File: src/rtl/core/erd_pkg.sv
// ----------------------------------------------------------------------------
// erd_pkg - shared types and codes for the edge ring deque
// Transfer payloads, stored edge layout, action and status codes, sequencer
// states.
// ----------------------------------------------------------------------------
`default_nettype none

package erd_pkg;

  // ring capacity; position and count widths follow from it
  localparam int DEPTH   = 64;
  localparam int POS_W   = $clog2(DEPTH);
  localparam int COUNT_W = $clog2(DEPTH + 1);

  // action codes
  localparam logic [3:0] ACT_PUSH_FRONT = 4'd0;
  localparam logic [3:0] ACT_PUSH_BACK  = 4'd1;
  localparam logic [3:0] ACT_POP_FRONT  = 4'd2;
  localparam logic [3:0] ACT_POP_BACK   = 4'd3;
  localparam logic [3:0] ACT_PEEK_FRONT = 4'd4;
  localparam logic [3:0] ACT_PEEK_BACK  = 4'd5;
  localparam logic [3:0] ACT_READ_AT    = 4'd6;
  localparam logic [3:0] ACT_FIND       = 4'd7;
  localparam logic [3:0] ACT_SORT_DESC  = 4'd8;
  localparam logic [3:0] ACT_SORT_ASC   = 4'd9;

  // status codes
  localparam logic [1:0] STAT_OK    = 2'd0;
  localparam logic [1:0] STAT_FULL  = 2'd1;
  localparam logic [1:0] STAT_EMPTY = 2'd2;
  localparam logic [1:0] STAT_RANGE = 2'd3;

  // one stored edge: src 31..24, dst 23..16, weight 15..0
  typedef struct packed {
    logic [7:0]         src;
    logic [7:0]         dst;
    logic signed [15:0] weight;
  } edge_t;

  typedef struct packed {
    logic [3:0]         action;
    logic [7:0]         src_node;
    logic [7:0]         dst_node;
    logic signed [15:0] edge_weight;
    logic [POS_W-1:0]   position;
  } req_t;

  typedef struct packed {
    logic [1:0]         status;
    logic               found;
    logic [COUNT_W-1:0] count;
    logic [7:0]         out_src;
    logic [7:0]         out_dst;
    logic signed [15:0] out_weight;
  } rsp_t;

  typedef enum logic [3:0] {
    S_IDLE,
    S_DISPATCH,
    S_READ,
    S_FIND,
    S_SORT_LOAD,
    S_SORT_FIRST,
    S_SORT_STEP,
    S_SORT_TAIL,
    S_RESP
  } state_t;

endpackage

`default_nettype wire

File: src/rtl/core/erd_store.sv
// ----------------------------------------------------------------------------
// erd_store - edge storage array
// One write port and one read port with registered read data.
// ----------------------------------------------------------------------------
`default_nettype none

module erd_store #(
  parameter int DEPTH = 64,
  parameter int AW    = 6
) (
  input  logic            clk,
  input  logic            wr_en,
  input  logic [AW-1:0]   wr_addr,
  input  erd_pkg::edge_t  wr_data,
  input  logic            rd_en,
  input  logic [AW-1:0]   rd_addr,
  output erd_pkg::edge_t  rd_data
);
  import erd_pkg::*;

  edge_t mem [DEPTH];

  // write port
  always_ff @(posedge clk) begin
    if (wr_en) begin
      mem[wr_addr] <= wr_data;
    end
  end

  // registered read port
  always_ff @(posedge clk) begin
    if (rd_en) begin
      rd_data <= mem[rd_addr];
    end
  end

endmodule

`default_nettype wire

File: src/rtl/core/edge_ring_deque.sv
// ----------------------------------------------------------------------------
// edge_ring_deque - ring deque of weighted graph edges
// Push/pop at both ends, peek, indexed read, exact search and stable sort by
// weight, run by a small sequencer over one storage array.
// ----------------------------------------------------------------------------
// Usage:
//   Requests enter on req (req_valid / req_stall), one result per request
//   leaves on rsp (rsp_valid / rsp_stall). req_stall is high while a request
//   is being worked on; a new request is taken as soon as the sequencer is
//   idle again, even when the previous result still waits in the output
//   register.
//   Push, pop, unused actions, error cases and sorts of fewer than 2
//   entries go from dispatch straight to the response state; peek and
//   read_at make one read, find stops at the first hit. Run time is set
//   by the single read and single write port of the store: find reads one
//   entry a cycle, sort runs bubble passes with one compare and one write
//   per cycle plus, per pass, S_SORT_FIRST to load the first entry and
//   S_SORT_TAIL to write the tail. The result is loaded into the output
//   register from the response state.
//   Reset (rst, synchronous) empties the deque and drops a pending result;
//   the store contents are not cleared. While rsp_valid and rsp_stall are
//   both high the result holds and the sequencer waits in S_RESP.
// ----------------------------------------------------------------------------
`default_nettype none

module edge_ring_deque (
  input  logic          clk,
  input  logic          rst,
  input  logic          req_valid,
  output logic          req_stall,
  input  erd_pkg::req_t req,
  output logic          rsp_valid,
  input  logic          rsp_stall,
  output erd_pkg::rsp_t rsp
);
  import erd_pkg::*;

  localparam int PW = $clog2(DEPTH);
  localparam int CW = $clog2(DEPTH + 1);
  localparam int SW = CW + 1;
  localparam int XW = (CW > POS_W) ? CW : POS_W;

  // logical position to physical slot, sum stays below twice the depth
  function automatic logic [PW-1:0] slot_of(input logic [PW-1:0] base,
                                            input logic [CW-1:0] logical);
    logic [SW-1:0] s;
    s = SW'(base) + SW'(logical);
    if (s >= SW'(DEPTH)) begin
      s = s - SW'(DEPTH);
    end
    return s[PW-1:0];
  endfunction

  state_t        state, state_next;
  req_t          req_q, req_q_next;
  logic [PW-1:0] front_ptr, front_ptr_next;
  logic [CW-1:0] fill_count, fill_count_next;
  logic [CW-1:0] walk, walk_next;
  logic [CW-1:0] pass_i, pass_i_next;
  logic          pend, pend_next;
  edge_t         carry, carry_next;
  logic [1:0]    res_status, res_status_next;
  logic          res_found, res_found_next;
  edge_t         res_edge, res_edge_next;

  // store port controls
  logic          wr_en, rd_en;
  logic [PW-1:0] wr_base, wr_addr, rd_addr;
  logic [CW-1:0] wr_log, rd_log;
  edge_t         wr_data, rd_data;

  // shared conditions
  edge_t         req_edge;
  logic          empty, full, match, swap, step_last, out_of_range, load_rsp;
  logic [PW-1:0] prev_front, next_front;
  logic [CW-1:0] peek_log;
  logic [XW-1:0] pos_ext;

  assign req_stall = (state != S_IDLE);
  assign req_edge  = '{src: req_q.src_node, dst: req_q.dst_node,
                       weight: req_q.edge_weight};
  assign empty     = (fill_count == '0);
  assign full      = (fill_count == CW'(DEPTH));
  assign match     = pend && (rd_data == req_edge);
  assign step_last = ((walk + CW'(1)) == pass_i);
  assign load_rsp  = (state == S_RESP) && (!rsp_valid || !rsp_stall);

  assign prev_front = (front_ptr == '0) ? PW'(DEPTH - 1) : front_ptr - PW'(1);
  assign next_front = (front_ptr == PW'(DEPTH - 1)) ? '0 : front_ptr + PW'(1);

  // weight comparator for sort
  always_comb begin
    if (req_q.action == ACT_SORT_ASC) begin
      swap = (rd_data.weight < carry.weight);
    end else begin
      swap = (rd_data.weight > carry.weight);
    end
  end

  // logical position for peek and read_at
  assign pos_ext      = XW'(req_q.position);
  assign out_of_range = (req_q.action == ACT_READ_AT) && (pos_ext >= XW'(fill_count));
  always_comb begin
    case (req_q.action)
      ACT_PEEK_FRONT: peek_log = '0;
      ACT_PEEK_BACK:  peek_log = fill_count - CW'(1);
      default:        peek_log = pos_ext[CW-1:0];
    endcase
  end

  // address units
  assign wr_addr = slot_of(wr_base, wr_log);
  assign rd_addr = slot_of(front_ptr, rd_log);

  // next state
  always_comb begin
    state_next = state;
    case (state)
      S_IDLE: begin
        if (req_valid) state_next = S_DISPATCH;
      end
      S_DISPATCH: begin
        if (req_q.action inside {ACT_PEEK_FRONT, ACT_PEEK_BACK, ACT_READ_AT}) begin
          state_next = (empty || out_of_range) ? S_RESP : S_READ;
        end else if (req_q.action == ACT_FIND) begin
          state_next = empty ? S_RESP : S_FIND;
        end else if (req_q.action inside {ACT_SORT_DESC, ACT_SORT_ASC}) begin
          state_next = (fill_count < CW'(2)) ? S_RESP : S_SORT_LOAD;
        end else begin
          state_next = S_RESP;
        end
      end
      S_READ:       state_next = S_RESP;
      S_FIND: begin
        if (pend && (match || walk == fill_count)) state_next = S_RESP;
      end
      S_SORT_LOAD:  state_next = S_SORT_FIRST;
      S_SORT_FIRST: state_next = S_SORT_STEP;
      S_SORT_STEP: begin
        if (step_last) state_next = S_SORT_TAIL;
      end
      S_SORT_TAIL: begin
        state_next = (pass_i == CW'(1)) ? S_RESP : S_SORT_FIRST;
      end
      S_RESP: begin
        if (load_rsp) state_next = S_IDLE;
      end
      default:      state_next = S_IDLE;
    endcase
  end

  // datapath controls and register next values
  always_comb begin
    req_q_next      = req_q;
    front_ptr_next  = front_ptr;
    fill_count_next = fill_count;
    walk_next       = walk;
    pass_i_next     = pass_i;
    pend_next       = pend;
    carry_next      = carry;
    res_status_next = res_status;
    res_found_next  = res_found;
    res_edge_next   = res_edge;
    wr_en           = 1'b0;
    wr_base         = front_ptr;
    wr_log          = '0;
    wr_data         = carry;
    rd_en           = 1'b0;
    rd_log          = '0;
    case (state)
      S_IDLE: begin
        if (req_valid) begin
          req_q_next      = req;
          res_status_next = STAT_OK;
          res_found_next  = 1'b0;
          res_edge_next   = '0;
        end
      end
      S_DISPATCH: begin
        wr_data = req_edge;
        case (req_q.action)
          ACT_PUSH_FRONT, ACT_PUSH_BACK: begin
            if (full) begin
              res_status_next = STAT_FULL;
            end else if (empty) begin
              front_ptr_next  = '0;
              wr_en           = 1'b1;
              wr_base         = '0;
              fill_count_next = CW'(1);
            end else if (req_q.action == ACT_PUSH_FRONT) begin
              front_ptr_next  = prev_front;
              wr_en           = 1'b1;
              wr_base         = prev_front;
              fill_count_next = fill_count + CW'(1);
            end else begin
              wr_en           = 1'b1;
              wr_log          = fill_count;
              fill_count_next = fill_count + CW'(1);
            end
          end
          ACT_POP_FRONT, ACT_POP_BACK: begin
            if (empty) begin
              res_status_next = STAT_EMPTY;
            end else if (fill_count == CW'(1)) begin
              fill_count_next = '0;
              front_ptr_next  = '0;
            end else begin
              fill_count_next = fill_count - CW'(1);
              if (req_q.action == ACT_POP_FRONT) front_ptr_next = next_front;
            end
          end
          ACT_PEEK_FRONT, ACT_PEEK_BACK, ACT_READ_AT: begin
            if (empty) begin
              res_status_next = STAT_EMPTY;
            end else if (out_of_range) begin
              res_status_next = STAT_RANGE;
            end else begin
              rd_en  = 1'b1;
              rd_log = peek_log;
            end
          end
          ACT_FIND: begin
            if (empty) res_status_next = STAT_EMPTY;
            walk_next = '0;
            pend_next = 1'b0;
          end
          ACT_SORT_DESC, ACT_SORT_ASC: begin
            pass_i_next = fill_count - CW'(1);
          end
          default: begin
          end
        endcase
      end
      S_READ: begin
        res_edge_next = rd_data;
      end
      // one read issued per cycle, previous entry compared
      S_FIND: begin
        if (match) res_found_next = 1'b1;
        pend_next = (walk < fill_count);
        if (walk < fill_count) begin
          rd_en     = 1'b1;
          rd_log    = walk;
          walk_next = walk + CW'(1);
        end
      end
      S_SORT_LOAD: begin
        rd_en  = 1'b1;
        rd_log = '0;
      end
      S_SORT_FIRST: begin
        carry_next = rd_data;
        rd_en      = 1'b1;
        rd_log     = CW'(1);
        walk_next  = '0;
      end
      // carry holds the entry bubbling up; settle position walk
      S_SORT_STEP: begin
        wr_en      = 1'b1;
        wr_log     = walk;
        wr_data    = swap ? rd_data : carry;
        carry_next = swap ? carry : rd_data;
        if (!step_last) begin
          rd_en     = 1'b1;
          rd_log    = walk + CW'(2);
          walk_next = walk + CW'(1);
        end
      end
      S_SORT_TAIL: begin
        wr_en       = 1'b1;
        wr_log      = pass_i;
        wr_data     = carry;
        pass_i_next = pass_i - CW'(1);
        if (pass_i != CW'(1)) begin
          rd_en  = 1'b1;
          rd_log = '0;
        end
      end
      default: begin
      end
    endcase
  end

  // control registers
  always_ff @(posedge clk) begin
    if (rst) begin
      state      <= S_IDLE;
      front_ptr  <= '0;
      fill_count <= '0;
      pend       <= 1'b0;
      rsp_valid  <= 1'b0;
    end else begin
      state      <= state_next;
      front_ptr  <= front_ptr_next;
      fill_count <= fill_count_next;
      pend       <= pend_next;
      rsp_valid  <= load_rsp || (rsp_valid && rsp_stall);
    end
  end

  // payload registers
  always_ff @(posedge clk) begin
    req_q      <= req_q_next;
    walk       <= walk_next;
    pass_i     <= pass_i_next;
    carry      <= carry_next;
    res_status <= res_status_next;
    res_found  <= res_found_next;
    res_edge   <= res_edge_next;
    if (load_rsp) begin
      rsp <= '{status: res_status, found: res_found, count: COUNT_W'(fill_count),
               out_src: res_edge.src, out_dst: res_edge.dst,
               out_weight: res_edge.weight};
    end
  end

  erd_store #(
    .DEPTH (DEPTH),
    .AW    (PW)
  ) u_store (
    .clk     (clk),
    .wr_en   (wr_en),
    .wr_addr (wr_addr),
    .wr_data (wr_data),
    .rd_en   (rd_en),
    .rd_addr (rd_addr),
    .rd_data (rd_data)
  );

  // checks
  a_count_bound: assert property (@(posedge clk) disable iff (rst)
    fill_count <= CW'(DEPTH))
    else $error("fill count above depth");

  a_front_bound: assert property (@(posedge clk) disable iff (rst)
    front_ptr <= PW'(DEPTH - 1))
    else $error("front pointer outside ring");

  a_empty_front: assert property (@(posedge clk) disable iff (rst)
    (fill_count == '0) |-> (front_ptr == '0))
    else $error("empty deque with nonzero front pointer");

  a_idle_no_write: assert property (@(posedge clk) disable iff (rst)
    (state == S_IDLE || state == S_RESP) |-> !wr_en)
    else $error("store written outside a work state");

endmodule

`default_nettype wire

File: config.mk
export PLATFORM = sky130hd
export DESIGN_NAME = edge_ring_deque
export DESIGN_NICKNAME = d
export VERILOG_FILES = /design/src/rtl/core/erd_pkg.sv /design/src/rtl/core/erd_store.sv /design/src/rtl/core/edge_ring_deque.sv
export SDC_FILE = /design/constraint.sdc
export NUM_CORES = 2
export LEC_CHECK = 0
export ABC_AREA = 1
export BUFFER_PORTS_ARGS = -buffer_cell sky130_fd_sc_hd__buf_2
export CELL_PAD_IN_SITES_DETAIL_PLACEMENT = 1
export CELL_PAD_IN_SITES_GLOBAL_PLACEMENT = 1
export CORE_ASPECT_RATIO = 0.9
export CORE_MARGIN = 4
export CORE_UTILIZATION = 45
export DETAILED_ROUTE_END_ITERATION = 10
export GPL_TIMING_DRIVEN = 1
export PLACE_DENSITY_LB_ADDON = 0.15
export SETUP_SLACK_MARGIN = 0.05
export SLEW_MARGIN = 15
export SYNTH_ARGS = -nofsm -noshare
export SYNTH_HDL_FRONTEND = slang
export SYNTH_SLANG_ARGS = --single-unit
export TNS_END_PERCENT = 50
File: constraint.sdc
create_clock -name clk -period 8.8 [get_ports clk]
set_clock_uncertainty 0.2 [all_clocks]
set_input_delay 1.76 -clock clk [delete_from_list [all_inputs] [get_ports clk]]
set_output_delay 1.76 -clock clk [all_outputs]
set_load 0.05 [all_outputs]
==> flow_metrics.py <==
metrics = {
    "logic_synthesis": {
        "ys_seq_elements": 2264,
        "synth-async-reset-ratio_pct": 0,
        "ys_warn_count": 0,
        "synthesis.nets": 7625,
        "ys_seq_area_share_pct": 72.49,
        "synth_area_um2": 93520,
        "avgSynthCellArea_um2": 12.42,
        "synth_top_area_share_pct": 72.09,
        "synth_edf_count": 2245,
        "syn_inst": 7528,
        "ys_types": 55,
        "synthFlopType": "edfxtp_1",
        "yosys.area.top_type": "edfxtp_1",
        "yosys-top-cells-area": "edfxtp_1, nor2_1, o21ai_0",
    },
    "floorplan": {
        "die_y_um": 440.5,
        "placementRows": 158,
        "design.core.area_um2": 206400,
        "dieArea_um2": 215200,
        "start_util_pct": 45.31,
        "die_x_um": 488.5,
        "io_pins": 90,
    },
    "cells_and_area": {
        "drive_gt1_share_pct": 10.84,
        "postLayoutCoreUtil_pct": 50.85,
        "layoutNonFillerInstCount": 10468,
        "layout-area-overhead-vs-synth_pct": 12.21,
        "nets": 7645,
    },
    "sta": {
        "hold_viol": 0,
        "fmax_mhz": 148.6,
        "fin_crit_sh_pct": 76.45,
        "slew_headroom_pct": 19.80,
        "setup_viol": 0,
        "finalMaxSlewViolations": 0,
        "fin_crit_ns": 6.727,
        "tightest_slew_ns": 1.203,
        "rsz0062_at_grt": "no",
        "setup_tns_ns": 0,
    },
    "worst_setup_path": {
        "path_max_fanout": 38,
        "required_ns": 9.33,
        "startpoint": "walk[0]$_SDFFCE_PN0P_",
        "reg2reg_from": "walk[0]$_SDFFCE_PN0P_",
        "cp.arrival_ns": 7.26,
        "path_class": "reg -> reg",
        "reg2reg_depth": 22,
        "end_kind": "flip-flop",
        "start_kind": "flip-flop",
    },
    "routing": {
        "drt-total-wl_mm": 315.7,
        "antenna_left": 0,
        "num_vias": 63488,
        "wl_per_cell_um": 30.16,
        "drc_errors": 0,
        "drt_first_pass_iters": 6,
        "drt_iter0_markers": 7619,
        "viasPerCell": 6.065,
    },
    "clock_network": {
        "clkLatencyLatePin_ns": 0.89,
        "cts.hold.buffers_added": 0,
        "cts_buffer_depth": 3,
        "ctsResizeCount": 0,
        "path_clk_slew_ns": 0.06,
        "cts_buffers": 226,
        "cts_root_buf": "clkbuf_16",
        "postCtsSetupBuffers": 0,
        "clkSinkCount": 2264,
        "tritoncts": "built",
        "h-tree-depth": 4,
    },
    "global_route": {
        "antenna_found_initial": 11,
        "grt_usage_pct": 29.01,
        "grt_max_degree": 199,
        "grt_pass1_wl_mm": 454.8,
        "grt-ovfl-total": 0,
        "grt_pass1_vias": 63410,
    },
    "power_and_ir_drop": {
        "power_density_nw_per_um2": 287.0,
        "irDropWorstVdd_v": 0.0002050,
        "cellLeakagePower_uw": 0.03497,
    },
    "min_path": {
        "hold_path_depth": 0,
        "hold_start": "res_edge[7]$_SDFFCE_PN0P_",
        "hp-class": "reg -> reg",
    },
    "placement": {
        "dpl.hpwl_mm": 183.8,
        "dp_cells": 10039,
        "gp_congestion": 0.8541,
        "io_buffer_count": 89,
    },
    "job": {
        "drv_cap": 0,
    },
    "status": {
        "status": "finished clean",
    },
}
-- logic make-up after synthesis --
family                     share of synthesized area [%]
and+or+nand+nor                                    11.78
DFF                                                72.49
AOI/OAI and AO/OA                                  11.36
buffers and inverters                              3.317
adders and majority gates                         0.6984
xor gates and xnor gates                          0.3331
muxes                                            0.02141
-- layout make-up --
| class | count | area (µm²) |
|---|---|---|
| Timing Repair Buffer | 271 | 2195 |
| Sequential cell | 2264 | 67800 |
| Multi-Input combinational cell | 4565 | 23290 |
| Tap cell | 2720 | 3403 |
| Inverter | 220 | 854.6 |
| Fill cell | 20957 | 101500 |
| Clock inverter | 155 | 1545 |
| Antenna cell | 6 | 15.01 |
| Clock buffer | 267 | 5839 |
-- flip-flops by register name, summed over array words and instances (netlist names), 7 cells and up --
name and cells:
u_store.mem 2048, carry 32, res_edge 32, pass_i 7
req_edge 32, fill_count 7, walk 7, rsp 42
u_store.rd_data 32
-- Yosys cell counts, drive strengths merged (16+ instances only) --
master	number
a21boi	32
a21oi	78
a31oi	43
buf	245
clkbuf	234
dfxtp	19
edfxtp	2245
ha	49
inv	219
nand2	493
nand3	387
nand4	17
nor2	1722
o211ai	452
o21ai	1196
o22ai	24
xnor2	16
xor2	17
-- per-layer routing --
layer  vias up  GRT usage [%]  wire [µm]
met2      2624          44.64     143000
met4         0          8.934      10640
met3       448          4.569      24730
met5         -              0          0
li1      27390              -          -
met1     33026          42.66     137300
-- final timing paths --
kind | slack (ns) | endpoint
worst min register to register | 0.22 | rsp[7]$_DFFE_PP_
worst min-delay path | 0.22 | rsp[7]$_DFFE_PP_
worst max-delay path | 2.07 | u_store.rd_data[10]$_DFFE_PP_
worst max register to register | 2.07 | u_store.rd_data[10]$_DFFE_PP_
-- layout by cell type, fill, tap and decap left out, types with 19 or more instances in the layout --
master	Yosys	routed
a21oi_1	77	77
a31oi_1	43	41
buf_12	3	29
buf_2	131	89
buf_4	55	152
bufinv_16	0	22
clkbuf_1	233	38
clkbuf_16	0	226
clkinv_1	1	64
clkinv_2	0	47
dfxtp_1	19	19
edfxtp_1	2245	2245
ha_1	49	48
inv_1	198	196
nand2_1	433	399
nand2_2	50	81
nand3_1	374	374
nor2_1	1704	1638
nor2_4	8	74
o211ai_1	452	452
o21ai_0	1119	1118
o21ai_1	74	74
o22ai_1	24	24
-- through the flow --
stage,hold slack [ns],power (µW),worst slack [ns],cell area [µm²]
after detailed placement,0.2063,20560,2.209,97500
final,0.2204,30120,2.073,104900
after CTS,0.2214,30200,2.184,104900
after floorplan,0.2003,17430,3.631,93520
after global placement,0.2012,20390,2.276,97490
after global routing,0.2252,31190,1.824,104900
-- report_power, final --
part	leakage [µW]	switching (µW)	total [µW]	internal [µW]
registers	0.0204	199	13600	13400
clock network	0.00360	4290	9690	5400
logic	0.0109	5470	6860	1390
total	0.0350	9960	30100	20200
-- critical path: stages (launching register included) --
cell and delay, ns:
edfxtp_1 0.51, ha_1 0.28, nand3_1 0.12, nor2_1 0.22, nand2_1 0.12, nand2_1 0.11, nand3_1 0.07, nand2_1 0.07
nand3_1 0.19, nand2_1 0.23, inv_1 0.09, o21ai_0 0.15, nand3_1 0.15, ha_4 0.21, fa_4 1.25, buf_12 0.30
buf_4 0.42, o21ai_0 0.18, o211ai_1 0.26, nand3_1 0.48, a21boi_1 0.51, nand2_2 0.20, nand2_2 0.13
No activity file was read; power rests on OpenSTA's default activity.
